$ cat src/hdl/token_bucket_sequence_admission_defines.svh
// Assertion macros used by the top-level RTL file.
// Left empty when SYNTH is defined.
`ifndef TOKEN_BUCKET_SEQUENCE_ADMISSION_DEFINES_SVH
`define TOKEN_BUCKET_SEQUENCE_ADMISSION_DEFINES_SVH

`ifndef SYNTH
// same-cycle implication
`define TBSA_ASSERT_NOW(label, clk, rst, ante, cons) \
   label: assert property (@(posedge clk) disable iff (rst) (ante) |-> (cons)) \
      else $error("tbsa: same-cycle check failed");
// next-cycle implication
`define TBSA_ASSERT_NEXT(label, clk, rst, ante, cons) \
   label: assert property (@(posedge clk) disable iff (rst) (ante) |=> (cons)) \
      else $error("tbsa: next-cycle check failed");
`else
`define TBSA_ASSERT_NOW(label, clk, rst, ante, cons)
`define TBSA_ASSERT_NEXT(label, clk, rst, ante, cons)
`endif

`endif

$ cat src/hdl/tbsa_pkg.sv
package tbsa_pkg;

   localparam int SEQ_W     = 32;
   localparam int TIME_W    = 64;
   localparam int CSR_W     = 16;
   localparam int CSR_IDX_W = 1;
   localparam int LEVEL_W   = 26;
   localparam int CNT_W     = 32;
   localparam int PROD_W    = LEVEL_W + CSR_W;

   localparam logic [CSR_IDX_W-1:0] CSR_REFILL_PER_MS = 1'd0;
   localparam logic [CSR_IDX_W-1:0] CSR_BURST_TOKENS  = 1'd1;

   localparam logic [CSR_W-1:0]   REFILL_RESET    = 16'd60;
   localparam logic [CSR_W-1:0]   BURST_RESET     = 16'd8;
   localparam logic [LEVEL_W-1:0] MILLI_PER_TOKEN = 26'd1000;
   // elapsed time beyond this saturates the refill
   localparam logic [LEVEL_W-1:0] ELAPSED_SAT     = 26'h3FF_FFFF;

   typedef enum logic [1:0] {
      VERDICT_ADMIT = 2'd0,
      VERDICT_RATE  = 2'd1,
      VERDICT_STALE = 2'd2
   } verdict_type;

   // word handed from the refill pipe to the admission stage
   typedef struct packed {
      logic [SEQ_W-1:0]   seq;
      logic               first;   // first word after reset: fill to capacity
      logic               refill;  // time did not run backward: add and clamp
      logic [LEVEL_W-1:0] add;     // milli-tokens to add, already <= capacity
   } refill_word_type;

   // bucket capacity in milli-tokens
   function automatic logic [LEVEL_W-1:0] burst_to_cap(input logic [CSR_W-1:0] burst);
      logic [LEVEL_W-1:0] cap;
      cap = LEVEL_W'(burst) * MILLI_PER_TOKEN;
      return cap;
   endfunction

endpackage

$ cat src/hdl/tbsa_if.sv
interface tbsa_req_if;
   logic                       valid;
   logic                       ready;
   logic [tbsa_pkg::SEQ_W-1:0]  sequence_req;
   logic [tbsa_pkg::TIME_W-1:0] now_ms;

   modport source (output valid, output sequence_req, output now_ms, input ready);
   modport sink   (input valid, input sequence_req, input now_ms, output ready);
endinterface

interface tbsa_rsp_if;
   logic                       valid;
   logic                       ready;
   tbsa_pkg::verdict_type      verdict;
   logic [tbsa_pkg::CNT_W-1:0] admitted_total;
   logic [tbsa_pkg::CNT_W-1:0] rate_rejected_total;
   logic [tbsa_pkg::CNT_W-1:0] stale_rejected_total;

   modport source (output valid, output verdict, output admitted_total,
                   output rate_rejected_total, output stale_rejected_total, input ready);
   modport sink   (input valid, input verdict, input admitted_total,
                   input rate_rejected_total, input stale_rejected_total, output ready);
endinterface

$ cat src/hdl/tbsa_refill.sv
module tbsa_refill (
   input  logic                             clock,
   input  logic                             reset,
   tbsa_req_if.sink                         req_bus,
   input  logic [tbsa_pkg::CSR_W-1:0]       refill_per_ms,
   input  logic [tbsa_pkg::LEVEL_W-1:0]     cap,
   output logic                             out_valid,
   input  logic                             out_ready,
   output tbsa_pkg::refill_word_type        out_word
);
   import tbsa_pkg::*;

   // s0: input register
   logic              s0_valid_ff;
   logic [SEQ_W-1:0]  s0_seq_ff;
   logic [TIME_W-1:0] s0_now_ff;
   // time tracking, updated as a word leaves s0
   logic              started_ff;
   logic [TIME_W-1:0] last_now_ff;
   // s1: elapsed time
   logic               s1_valid_ff;
   logic [SEQ_W-1:0]   s1_seq_ff;
   logic               s1_first_ff, s1_refill_ff, s1_sat_ff;
   logic [LEVEL_W-1:0] s1_elapsed_ff;
   // s2: product
   logic               s2_valid_ff;
   logic [SEQ_W-1:0]   s2_seq_ff;
   logic               s2_first_ff, s2_refill_ff, s2_sat_ff;
   logic [PROD_W-1:0]  s2_prod_ff;
   // s3: clamped add amount
   logic              s3_valid_ff;
   refill_word_type   s3_word_ff;

   logic s0_ready, s1_ready, s2_ready, s3_ready;
   logic [TIME_W-1:0]  diff_in;
   logic               backward_in, sat_in;
   logic [PROD_W-1:0]  prod_in;
   logic [LEVEL_W-1:0] add_in;

   assign s3_ready = !s3_valid_ff || out_ready;
   assign s2_ready = !s2_valid_ff || s3_ready;
   assign s1_ready = !s1_valid_ff || s2_ready;
   assign s0_ready = !s0_valid_ff || s1_ready;
   assign req_bus.ready = s0_ready;

   always_comb begin
      diff_in     = s0_now_ff - last_now_ff;
      backward_in = started_ff && (s0_now_ff < last_now_ff);
      sat_in      = (diff_in > TIME_W'(ELAPSED_SAT));
      prod_in     = PROD_W'(s1_elapsed_ff) * PROD_W'(refill_per_ms);
      if (s2_sat_ff) begin
         add_in = (refill_per_ms != '0) ? cap : '0;
      end else if (s2_prod_ff >= PROD_W'(cap)) begin
         add_in = cap;
      end else begin
         add_in = s2_prod_ff[LEVEL_W-1:0];
      end
   end

   always_ff @(posedge clock) begin
      if (reset) begin
         s0_valid_ff <= 1'b0;
         s1_valid_ff <= 1'b0;
         s2_valid_ff <= 1'b0;
         s3_valid_ff <= 1'b0;
         started_ff  <= 1'b0;
         last_now_ff <= '0;
      end else begin
         if (s0_ready) begin
            s0_valid_ff <= req_bus.valid;
         end
         if (s1_ready) begin
            s1_valid_ff <= s0_valid_ff;
         end
         if (s2_ready) begin
            s2_valid_ff <= s1_valid_ff;
         end
         if (s3_ready) begin
            s3_valid_ff <= s2_valid_ff;
         end
         // every word, forward or not, leaves its time behind
         if (s0_valid_ff && s1_ready) begin
            started_ff  <= 1'b1;
            last_now_ff <= s0_now_ff;
         end
      end
   end

   always_ff @(posedge clock) begin
      if (req_bus.valid && s0_ready) begin
         s0_seq_ff <= req_bus.sequence_req;
         s0_now_ff <= req_bus.now_ms;
      end
      if (s0_valid_ff && s1_ready) begin
         s1_seq_ff     <= s0_seq_ff;
         s1_first_ff   <= !started_ff;
         s1_refill_ff  <= started_ff && !backward_in;
         s1_sat_ff     <= sat_in;
         s1_elapsed_ff <= diff_in[LEVEL_W-1:0];
      end
      if (s1_valid_ff && s2_ready) begin
         s2_seq_ff    <= s1_seq_ff;
         s2_first_ff  <= s1_first_ff;
         s2_refill_ff <= s1_refill_ff;
         s2_sat_ff    <= s1_sat_ff;
         s2_prod_ff   <= prod_in;
      end
      if (s2_valid_ff && s3_ready) begin
         s3_word_ff.seq    <= s2_seq_ff;
         s3_word_ff.first  <= s2_first_ff;
         s3_word_ff.refill <= s2_refill_ff;
         s3_word_ff.add    <= add_in;
      end
   end

   assign out_valid = s3_valid_ff;
   assign out_word  = s3_word_ff;

endmodule

$ cat src/hdl/token_bucket_sequence_admission.sv
// Token-bucket admission filter with a serial-number staleness check. Each request word
// carries a 32-bit sequence number and a 64-bit millisecond timestamp; each one gives
// exactly one response word with a verdict (admit, rate reject, stale reject) and the three
// wrapping 32-bit totals after that word. The bucket holds milli-tokens, capacity
// burst_tokens * 1000; the first word fills it, later words refill by elapsed ms times
// refill_per_ms (none if time ran backward), and an admitted or stale word spends one token.
// Throughput is one word per clock whenever the response side does not stall. The accepting
// edge loads the input register; the word then passes the elapsed-time stage, multiply stage
// and clamp stage, and the bucket and sequence update is written into the response register,
// which drives response valid. The time tracking at the input register and the bucket/sequence
// update are the only loops that close on themselves; each feeds its registered result
// straight back into its own next update, which is what allows the one-per-clock rate.
// CSR writes (index 0 refill_per_ms, 1 burst_tokens) are only to be made with the block idle.
`include "token_bucket_sequence_admission_defines.svh"

module token_bucket_sequence_admission (
   input  logic                           clock,
   input  logic                           reset,
   tbsa_req_if.sink                       req_bus,
   tbsa_rsp_if.source                     rsp_bus,
   input  logic                           csr_write_en,
   input  logic [tbsa_pkg::CSR_IDX_W-1:0] csr_index,
   input  logic [tbsa_pkg::CSR_W-1:0]     csr_write_data
);
   import tbsa_pkg::*;

   // config; capacity kept pre-scaled to milli-tokens
   logic [CSR_W-1:0]   refill_ff;
   logic [LEVEL_W-1:0] cap_ff;

   // admission state
   logic [LEVEL_W-1:0] level_ff, level_in;
   logic               seen_ff, seen_in;
   logic [SEQ_W-1:0]   newest_ff, newest_in;
   logic [CNT_W-1:0]   adm_cnt_ff, adm_cnt_in;
   logic [CNT_W-1:0]   rate_cnt_ff, rate_cnt_in;
   logic [CNT_W-1:0]   stale_cnt_ff, stale_cnt_in;

   // response register
   logic        rsp_valid_ff;
   verdict_type verdict_ff, verdict_in;

   // refill pipe handshake
   logic            word_valid;
   logic            word_ready;
   refill_word_type word;
   logic            fire;

   // bucket update scratch
   logic [LEVEL_W:0]   sum;
   logic [LEVEL_W-1:0] lvl;
   logic [SEQ_W-1:0]   seq_dist;
   logic               newer;

   always_ff @(posedge clock) begin
      if (reset) begin
         refill_ff <= REFILL_RESET;
         cap_ff    <= burst_to_cap(BURST_RESET);
      end else if (csr_write_en) begin
         unique case (csr_index)
            CSR_REFILL_PER_MS: refill_ff <= csr_write_data;
            CSR_BURST_TOKENS:  cap_ff    <= burst_to_cap(csr_write_data);
            default:           refill_ff <= refill_ff;
         endcase
      end
   end

   // elapsed time, product and clamp against capacity
   tbsa_refill u_refill (
      .clock         (clock),
      .reset         (reset),
      .req_bus       (req_bus),
      .refill_per_ms (refill_ff),
      .cap           (cap_ff),
      .out_valid     (word_valid),
      .out_ready     (word_ready),
      .out_word      (word)
   );

   // the response register frees up the same cycle it is taken
   assign word_ready = !rsp_valid_ff || rsp_bus.ready;
   assign fire       = word_valid && word_ready;

   always_comb begin
      // refill: add is already <= cap, so the sum fits in one extra bit
      sum = {1'b0, level_ff} + {1'b0, word.add};
      if (word.first) begin
         lvl = cap_ff;
      end else if (word.refill) begin
         lvl = (sum >= {1'b0, cap_ff}) ? cap_ff : sum[LEVEL_W-1:0];
      end else begin
         lvl = level_ff;  // time ran backward: leave level alone, no clamp
      end

      // serial-number compare; half-range distance is not newer
      seq_dist = word.seq - newest_ff;
      newer    = (seq_dist != '0) && !seq_dist[SEQ_W-1];

      level_in     = lvl;
      seen_in      = seen_ff;
      newest_in    = newest_ff;
      adm_cnt_in   = adm_cnt_ff;
      rate_cnt_in  = rate_cnt_ff;
      stale_cnt_in = stale_cnt_ff;
      if (lvl < MILLI_PER_TOKEN) begin
         rate_cnt_in = rate_cnt_ff + 1'b1;
         verdict_in  = VERDICT_RATE;
      end else begin
         level_in = lvl - MILLI_PER_TOKEN;  // token spent even when stale
         if ((word.seq == '0) || (seen_ff && !newer)) begin
            stale_cnt_in = stale_cnt_ff + 1'b1;
            verdict_in   = VERDICT_STALE;
         end else begin
            seen_in    = 1'b1;
            newest_in  = word.seq;
            adm_cnt_in = adm_cnt_ff + 1'b1;
            verdict_in = VERDICT_ADMIT;
         end
      end
   end

   always_ff @(posedge clock) begin
      if (reset) begin
         level_ff     <= '0;
         seen_ff      <= 1'b0;
         newest_ff    <= '0;
         adm_cnt_ff   <= '0;
         rate_cnt_ff  <= '0;
         stale_cnt_ff <= '0;
         rsp_valid_ff <= 1'b0;
      end else begin
         if (word_ready) begin
            rsp_valid_ff <= word_valid;
         end
         if (fire) begin
            level_ff     <= level_in;
            seen_ff      <= seen_in;
            newest_ff    <= newest_in;
            adm_cnt_ff   <= adm_cnt_in;
            rate_cnt_ff  <= rate_cnt_in;
            stale_cnt_ff <= stale_cnt_in;
         end
      end
   end

   always_ff @(posedge clock) begin
      if (fire) begin
         verdict_ff <= verdict_in;
      end
   end

   // totals shown are the counters after this word
   assign rsp_bus.valid                = rsp_valid_ff;
   assign rsp_bus.verdict              = verdict_ff;
   assign rsp_bus.admitted_total       = adm_cnt_ff;
   assign rsp_bus.rate_rejected_total  = rate_cnt_ff;
   assign rsp_bus.stale_rejected_total = stale_cnt_ff;

   // each word bumps exactly one total
   `TBSA_ASSERT_NEXT(a_one_total, clock, reset, fire,
      $countones({adm_cnt_ff != $past(adm_cnt_ff), rate_cnt_ff != $past(rate_cnt_ff),
                  stale_cnt_ff != $past(stale_cnt_ff)}) == 1)
   // only an admit moves the newest sequence
   `TBSA_ASSERT_NEXT(a_newest_on_admit, clock, reset, fire && (verdict_in != VERDICT_ADMIT),
      $stable(newest_ff) && $stable(seen_ff))
   // an admitted word becomes the newest sequence
   `TBSA_ASSERT_NEXT(a_admit_records, clock, reset, fire && (verdict_in == VERDICT_ADMIT),
      seen_ff && (newest_ff == $past(word.seq)) && (newest_ff != '0))

endmodule
$ cat src/flat_wrapper.sv
// flat-port wrapper written by rule: the top's interface ports become plain ports
module token_bucket_sequence_admission_flat import tbsa_pkg::*;
  (clock, reset, csr_write_en, csr_index, csr_write_data, req_bus_valid, req_bus_sequence_req, req_bus_now_ms, req_bus_ready, rsp_bus_valid, rsp_bus_verdict, rsp_bus_admitted_total, rsp_bus_rate_rejected_total, rsp_bus_stale_rejected_total, rsp_bus_ready);
  tbsa_req_if req_bus_i ();
  tbsa_rsp_if rsp_bus_i ();
  input  logic clock;
  input  logic reset;
  input  logic csr_write_en;
  input  logic [tbsa_pkg::CSR_IDX_W-1:0] csr_index;
  input  logic [tbsa_pkg::CSR_W-1:0] csr_write_data;
  input wire logic [$bits(req_bus_i.valid)-1:0] req_bus_valid;
  input wire logic [$bits(req_bus_i.sequence_req)-1:0] req_bus_sequence_req;
  input wire logic [$bits(req_bus_i.now_ms)-1:0] req_bus_now_ms;
  output wire logic [$bits(req_bus_i.ready)-1:0] req_bus_ready;
  output wire logic [$bits(rsp_bus_i.valid)-1:0] rsp_bus_valid;
  output wire logic [$bits(rsp_bus_i.verdict)-1:0] rsp_bus_verdict;
  output wire logic [$bits(rsp_bus_i.admitted_total)-1:0] rsp_bus_admitted_total;
  output wire logic [$bits(rsp_bus_i.rate_rejected_total)-1:0] rsp_bus_rate_rejected_total;
  output wire logic [$bits(rsp_bus_i.stale_rejected_total)-1:0] rsp_bus_stale_rejected_total;
  input wire logic [$bits(rsp_bus_i.ready)-1:0] rsp_bus_ready;
  assign req_bus_i.valid = req_bus_valid;
  assign req_bus_i.sequence_req = req_bus_sequence_req;
  assign req_bus_i.now_ms = req_bus_now_ms;
  assign req_bus_ready = req_bus_i.ready;
  assign rsp_bus_valid = rsp_bus_i.valid;
  assign rsp_bus_verdict = rsp_bus_i.verdict;
  assign rsp_bus_admitted_total = rsp_bus_i.admitted_total;
  assign rsp_bus_rate_rejected_total = rsp_bus_i.rate_rejected_total;
  assign rsp_bus_stale_rejected_total = rsp_bus_i.stale_rejected_total;
  assign rsp_bus_i.ready = rsp_bus_ready;
  token_bucket_sequence_admission u_core (.clock(clock), .reset(reset), .req_bus(req_bus_i), .rsp_bus(rsp_bus_i), .csr_write_en(csr_write_en), .csr_index(csr_index), .csr_write_data(csr_write_data));
endmodule
$ cat config.mk
export PLATFORM = sky130hd
export DESIGN_NAME = token_bucket_sequence_admission_flat
export DESIGN_NICKNAME = d
export VERILOG_FILES = /design/src/hdl/tbsa_pkg.sv /design/src/hdl/tbsa_if.sv /design/src/hdl/tbsa_refill.sv /design/src/hdl/token_bucket_sequence_admission.sv /design/src/flat_wrapper.sv
export VERILOG_INCLUDE_DIRS = /design/src /design/src/hdl
export SDC_FILE = /design/constraint.sdc
export NUM_CORES = 2
export LEC_CHECK = 0
export BUFFER_PORTS_ARGS = -buffer_cell sky130_fd_sc_hd__buf_2
export CAP_MARGIN = 25
export CORE_MARGIN = 4
export CORE_UTILIZATION = 30
export CTS_CLUSTER_DIAMETER = 30
export DETAILED_ROUTE_END_ITERATION = 7
export SLEW_MARGIN = 0
export SYNTH_ARGS = -nofsm -noshare
export SYNTH_HDL_FRONTEND = slang
export SYNTH_HIERARCHICAL = 1
export SYNTH_SLANG_ARGS = --single-unit
$ cat constraint.sdc
create_clock -name clock -period 8.3 [get_ports clock]
set_input_delay 0.415 -clock clock [delete_from_list [all_inputs] [get_ports clock]]
set_output_delay 0.415 -clock clock [all_outputs]
set_load 0.02 [all_outputs]
**Word level (Yosys, flattened, before mapping)**

Index checks and enable logic that the tools add are counted.

- $mul: 2
- Reductions and logical operators: 32
- Order comparisons: 5
- Add/subtract/negate cells: 7
- Bitwise gates (word level): 3
- Muxes and demuxes: 8

Operator list:

| operator | count |
|---|---|
| two-way mux 26 bit | 7 |
| adder 32 x 1 -> 32 bit (second input constant) | 3 |
| greater-than comparator 64 x 26 -> 1 bit (second input constant) | 1 |
| less-than comparator 64 bit | 1 |
| subtractor 64 bit | 1 |
| >= comparator 42 x 26 -> 1 bit | 1 |
| multiplier 26 x 16 -> 42 bit | 1 |
| logical NOT 32 bit | 1 |
| nonzero test 32 bit | 1 |
| subtractor 32 bit | 1 |
| adder 26 x 26 -> 27 bit | 1 |
| >= comparator 27 x 26 -> 1 bit | 1 |
| less-than comparator 26 x 10 -> 1 bit (second input constant) | 1 |
| subtractor 26 x 10 -> 26 bit (second input constant) | 1 |
| multiplier 16 x 7 -> 23 bit (second input constant) | 1 |
| nonzero test 16 bit | 1 |
| logical AND 1 bit | 9 |
| logical NOT 1 bit | 9 |
| logical OR 1 bit | 6 |
| AND reduction 2 bit | 3 |
| AND reduction 3 bit | 2 |
| inverter 1 bit | 3 |
| two-way mux 2 bit | 1 |

- Word-level logic and storage cells: 89
- Output and inout port bits: 100
- Input bits: 118
- Register bits: 560

**Longest topological paths before layout**

- Word-level depth: 8
- Gate-level depth with buffers: 29
- Mapped depth without buffers: 26

**Cells and area by module**

The synthesis kept the hierarchy.

By module, submodules not included:

| module | seq. area each (µm²) | cells an instance | area an instance (µm²) | times used |
|---|---|---|---|---|
| tbsa_refill | 10209.8 | 2977 | 30006.3 | 1 |
| token_bucket_sequence_admission | 3963.8 | 2059 | 16482.1 | 1 |

**Worst setup path after synthesis**

No wires, ideal clock.

- Kind: input to register
- Start: input rsp_bus_ready
- End: register u_core.u_refill.s2_first_ff (enable)
- Arrival: 6245 ps
- Setup time: 630 ps
- Stages on the path: 3
- Setup slack: 1425 ps
- Cells stage by stage: nand2b_1 nor2b_1 a21boi_0

- Cells in the longest elaborated chain, start to end: 4

RTL lines:

| item | RTL line | source |
|---|---|---|
| start: declaration | flat_wrapper.sv:20 | `input wire logic [$bits(rsp_bus_i.ready)-1:0] rsp_bus_ready;` |
| logical OR 1 bit | token_bucket_sequence_admission.sv:81 | `assign word_ready = !rsp_valid_ff \|\| rsp_bus.ready;` |
| logical OR 1 bit | tbsa_refill.sv:40 | `assign s3_ready = !s3_valid_ff \|\| out_ready;` |
| logical OR 1 bit | tbsa_refill.sv:41 | `assign s2_ready = !s2_valid_ff \|\| s3_ready;` |
| logical AND 1 bit | tbsa_refill.sv:101 | `if (s1_valid_ff && s2_ready) begin` |
| end signal: assignment | tbsa_refill.sv:103 | `s2_first_ff <= s1_first_ff;` |
| end: declaration | tbsa_refill.sv:28 | `logic s2_first_ff, s2_refill_ff, s2_sat_ff;` |

Every way passes these cells.
A chain may end at the register's enable or synchronous reset.

**Worst setup path after layout**

- Start: register u_core.refill_ff[15]
- End: register u_core.u_refill.s2_prod_ff[41] (data pin)

- Cells in the longest elaborated chain, start to end: 1

RTL lines:

| item | RTL line | source |
|---|---|---|
| start: declaration | token_bucket_sequence_admission.sv:28 | `logic [CSR_W-1:0] refill_ff;` |
| start signal: assignment | token_bucket_sequence_admission.sv:61 | `CSR_REFILL_PER_MS: refill_ff <= csr_write_data;` |
| start signal: assignment | token_bucket_sequence_admission.sv:63 | `default: refill_ff <= refill_ff;` |
| multiplier 26 x 16 -> 42 bit | tbsa_refill.sv:50 | `prod_in = PROD_W'(s1_elapsed_ff) * PROD_W'(refill_per_ms);` |
| via u_core.u_refill.prod_in[41] | tbsa_refill.sv:37 | `logic [PROD_W-1:0] prod_in;` |
| end signal: assignment | tbsa_refill.sv:106 | `s2_prod_ff <= prod_in;` |
| end: declaration | tbsa_refill.sv:29 | `logic [PROD_W-1:0] s2_prod_ff;` |

The timed path passes the listed nets, and every way through them passes these cells.

==> results.py <==
metrics = {
    "worst_setup_path": {
        "reg2reg_slack_ns": 0.84,
        "worst_path_dominant_cell_family": "adder cells",
        "crit_required_ns": 8.77,
        "critPathMaxStageDelay_ns": 0.88,
        "critical_path.cell_chain": "nand2_1 -> fa_1 -> fa_1 -> inv_1 -> fa_1 -> fa_1 -> fa_1 -> inv_1 -> fa_1 -> inv_1 -> ha_1 -> nand4_1 -> nor2_1 -> inv_1 -> nor4_1 -> o21ai_1 -> a31oi_1 -> a221oi_2 -> o21ai_1 -> nand4_1 -> nand2_1 -> a21oi_1 -> xnor2_1",
        "crit_path_end_kind": "flop",
        "timing.critical_path.arrival_ns": 7.94,
        "startpoint_of_the_worst_slack_reg_to_reg_timing_path": "u_core/refill_ff[15]$_SDFFE_PP0P_",
        "criticalPathCategory": "reg2reg",
        "cp.buffers_inverters": 4,
        "dominant_cell_type_by_count_on_the_critical_path": "fa_1",
        "worst_setup_path_start_kind": "flop",
        "r2r_cells": 23,
        "reg2reg_to": "u_core/u_refill/s2_prod_ff[41]$_DFFE_PP_",
        "timing.critical_path.fanout_max": 18,
        "critPathSlowestCell": "dfxtp_1",
    },
    "power": {
        "leakagePower_uw": 0.02311,
        "vdd.ir_drop.worst_mv": 0.3493,
        "total_power_uw": 15690,
        "p_per_area_mw_per_mm2": 286.0,
    },
    "final_layout": {
        "final_area_sq_mm": 0.05485,
        "layout_cells_sized_above_1_pct": 11.40,
        "final_nets": 6161,
        "syn2layout_area_growth_pct": 17.98,
    },
    "placed_design": {
        "placed_area_sq_mm": 0.04969,
        "placement.io_buffers": 217,
        "finalWeightedCongestion": 0.9019,
        "dp_hpwl_mm": 99.54,
    },
    "drt": {
        "wirelength_routed_mm": 130.0,
        "drt-wirelength-per-cell_um": 17.42,
        "dr.pass1.iters": 8,
        "antenna_left": 0,
        "drc": 0,
        "post_drt_via_cell_ratio": 4.993,
        "dr_total_vias": 37258,
        "first_iter_violations": 2621,
    },
    "sta": {
        "max_clock_freq_ghz": 0.1340,
        "grt_setup_unrepaired": "false",
        "timing.max_slew.rel_slack_pct": 26.30,
        "hold_viol_final": 0,
        "period_minus_slack_ns": 7.462,
        "layout_worst_path_cycle_share_pct": 89.90,
        "tightestPinTransition_ns": 1.106,
        "number_of_endpoints_failing_setup_at_the_final_stage": 0,
        "setup-tns-final_ns": 0,
        "drv_slew": 0,
        "final.setup_skew_ns": 0.05888,
    },
    "worst_hold_path": {
        "hp-start": "req_bus_valid",
        "timing.hold.worst.class": "in2reg",
        "hold_path_depth": 3,
        "hold-path-endpoint": "u_core/u_refill/s0_valid_ff$_SDFFE_PP0N_",
    },
    "die": {
        "core_area_sq_mm": 0.1540,
        "die-area_sq_mm": 0.1613,
        "chipWidth_um": 401.7,
        "initial_utilization_pct": 30.18,
        "placement_rows": 144,
        "die_height_um": 401.7,
        "ioPinCount": 218,
    },
    "logic_synthesis": {
        "synth_sequential_area_ratio_pct": 30.49,
        "netlist_instances": 5036,
        "netlist_area_sq_mm": 0.04649,
        "netlist.top_cell.by_area": "edfxtp_1",
        "syn_area_per_cell_sq_um": 9.231,
        "netlist.area_leader.share_pct": 19.12,
        "yosys-top-cells-count": "nand2_1 (692), inv_1 (686), fa_1 (391)",
        "yosys_most_used_dff": "edfxtp_1",
        "ys_ff_latch": 560,
        "async_flop_share_pct": 0,
        "synth.lib_cells_used.distinct": 114,
        "yosys_warnings": 6,
        "cell_types_occupying_the_most_area_after_synthesis": "edfxtp_1 (19%), fa_1 (17%), dfxtp_1 (11%)",
        "post-synth-top-count-cell": "nand2_1",
        "synth-edff-count": 296,
    },
    "clocking": {
        "clkLatencyLatePin_ns": 0.73,
        "reg_clk_slew_reported_paths_ns": 0.05,
        "cts.sink_count": 560,
        "cts-htree-levels": 3,
        "cts_made_buffers": 115,
        "tritoncts": "yes",
        "cts.root.buffer_cell": "clkbuf_16",
        "cts_max_path_buffers": 3,
    },
    "global_route": {
        "grt_start_max_net_pins": 94,
        "initial_antenna_violation_count": 10,
        "globalRouteTotalUtil_pct": 15.80,
        "global_route_wire_length_before_repair_mm": 207.2,
        "first_global_vias": 37079,
        "grt.overflow.total": 0,
    },
    "run_status": {
        "status": "finished clean",
    },
    "job": {
        "cap_violations": 0,
    },
}
final cells by class:
class	instances	area [sq um]
Multi-Input combinational cell	3573	28820
Antenna cell	4	10.01
Tap cell	2044	2557
Inverter	688	2585
Clock inverter	81	998.5
Sequential cell	560	14170
Timing Repair Buffer	373	2556
Fill cell	15522	99200
Clock buffer	139	3143
registers in the layout (all words and copies together) (netlist names), 42 cells and up:
name	cells
u_core/u_refill/last_now_ff	64
u_core/u_refill/out_word	60
u_core/u_refill/s0_now_ff	64
u_core/u_refill/s2_prod_ff	42
cell usage in the layout, fill, tap and decap left out, types with 30 or more instances in the layout:
| master | instances |
|---|---|
| o31ai_1 | 32 |
| a21oi_1 | 331 |
| nand4_1 | 70 |
| dlygate4sd3_1 | 98 |
| and2_1 | 212 |
| dfxtp_1 | 264 |
| clkbuf_16 | 119 |
| or4_1 | 37 |
| nand2_1 | 691 |
| or3_1 | 30 |
| xor2_1 | 49 |
| a211oi_1 | 34 |
| xnor2_1 | 77 |
| nor4_1 | 43 |
| ha_1 | 341 |
| a21o_1 | 84 |
| buf_4 | 55 |
| nand3_1 | 120 |
| o211ai_1 | 39 |
| fa_1 | 391 |
| nor3_1 | 48 |
| nor2_1 | 214 |
| edfxtp_1 | 296 |
| o21ai_0 | 114 |
| buf_2 | 216 |
| inv_1 | 685 |
| nor2b_1 | 51 |
| and3_1 | 41 |
tightest hold or removal path: cells and delay by family:
family,cells,cell delay (ns)
buffers and inverters,2,0.23
AO/OA/AOI/OAI,1,0.14
stage by stage:
stage | utilization, % | hold WS [ns] | setup WS [ns] | cells
after floorplan | - | 0.4003 | 1.425 | 5042
after global placement | 32.25 | 0.4015 | 0.7539 | 7138
after detailed placement | 32.25 | 0.4045 | 0.8002 | 7139
after CTS | 35.58 | 0.08371 | 0.8176 | 7457
after global routing | 35.60 | 0.1155 | 0.4306 | 7461
final | 35.60 | 0.1580 | 0.8379 | 7462
report_power, final:
group          switching, uW  leakage [uW]  internal, uW
logic                   4210        0.0162          3020
registers                240       0.00492          3390
clock network           1670       0.00201          3150
total                   6130        0.0231          9560
worst max-delay path by stage:
stage | startpoint | to | slack [ns] | cells past startpoint
floorplan | rsp_bus_ready | u_core/u_refill/s2_first_ff$_DFFE_PP_ | 1.43 | 3
global placement | u_core/refill_ff[15]$_SDFFE_PP0P_ | u_core/u_refill/s2_prod_ff[41]$_DFFE_PP_ | 0.75 | 23
detailed placement | u_core/refill_ff[15]$_SDFFE_PP0P_ | u_core/u_refill/s2_prod_ff[41]$_DFFE_PP_ | 0.80 | 23
CTS | u_core/refill_ff[15]$_SDFFE_PP0P_ | u_core/u_refill/s2_prod_ff[41]$_DFFE_PP_ | 0.82 | 23
global route | u_core/refill_ff[15]$_SDFFE_PP0P_ | u_core/u_refill/s2_prod_ff[41]$_DFFE_PP_ | 0.43 | 23
finish | u_core/refill_ff[15]$_SDFFE_PP0P_ | u_core/u_refill/s2_prod_ff[41]$_DFFE_PP_ | 0.84 | 23
metal layers:
layer	GRT usage (%)	vias up	share of wire [%]
li1	-	17821	-
met1	21.78	18087	46
met2	25.43	1138	46
met3	2.910	212	6.2
met4	4.256	0	2.3
met5	0	-	0
what timing repair did:
action	in CTS	in global routing
hold buffers	98	0
endpoints found under the hold margin	99	0
buffers inserted	0	0
resized for setup	0	0
cells by family after synthesis:
family	Yosys count	share of synthesized area (%)
DFF	560	30.49
adders and majority gates	732	26.02
AOI/OAI and AO/OA	984	14.51
xor gates and xnor gates	126	2.374
other	1	0.008067
muxes	50	1.195
buffers and inverters	909	7.665
and+or+nand+nor	1674	17.75
No activity file was read; power rests on OpenSTA's default activity.
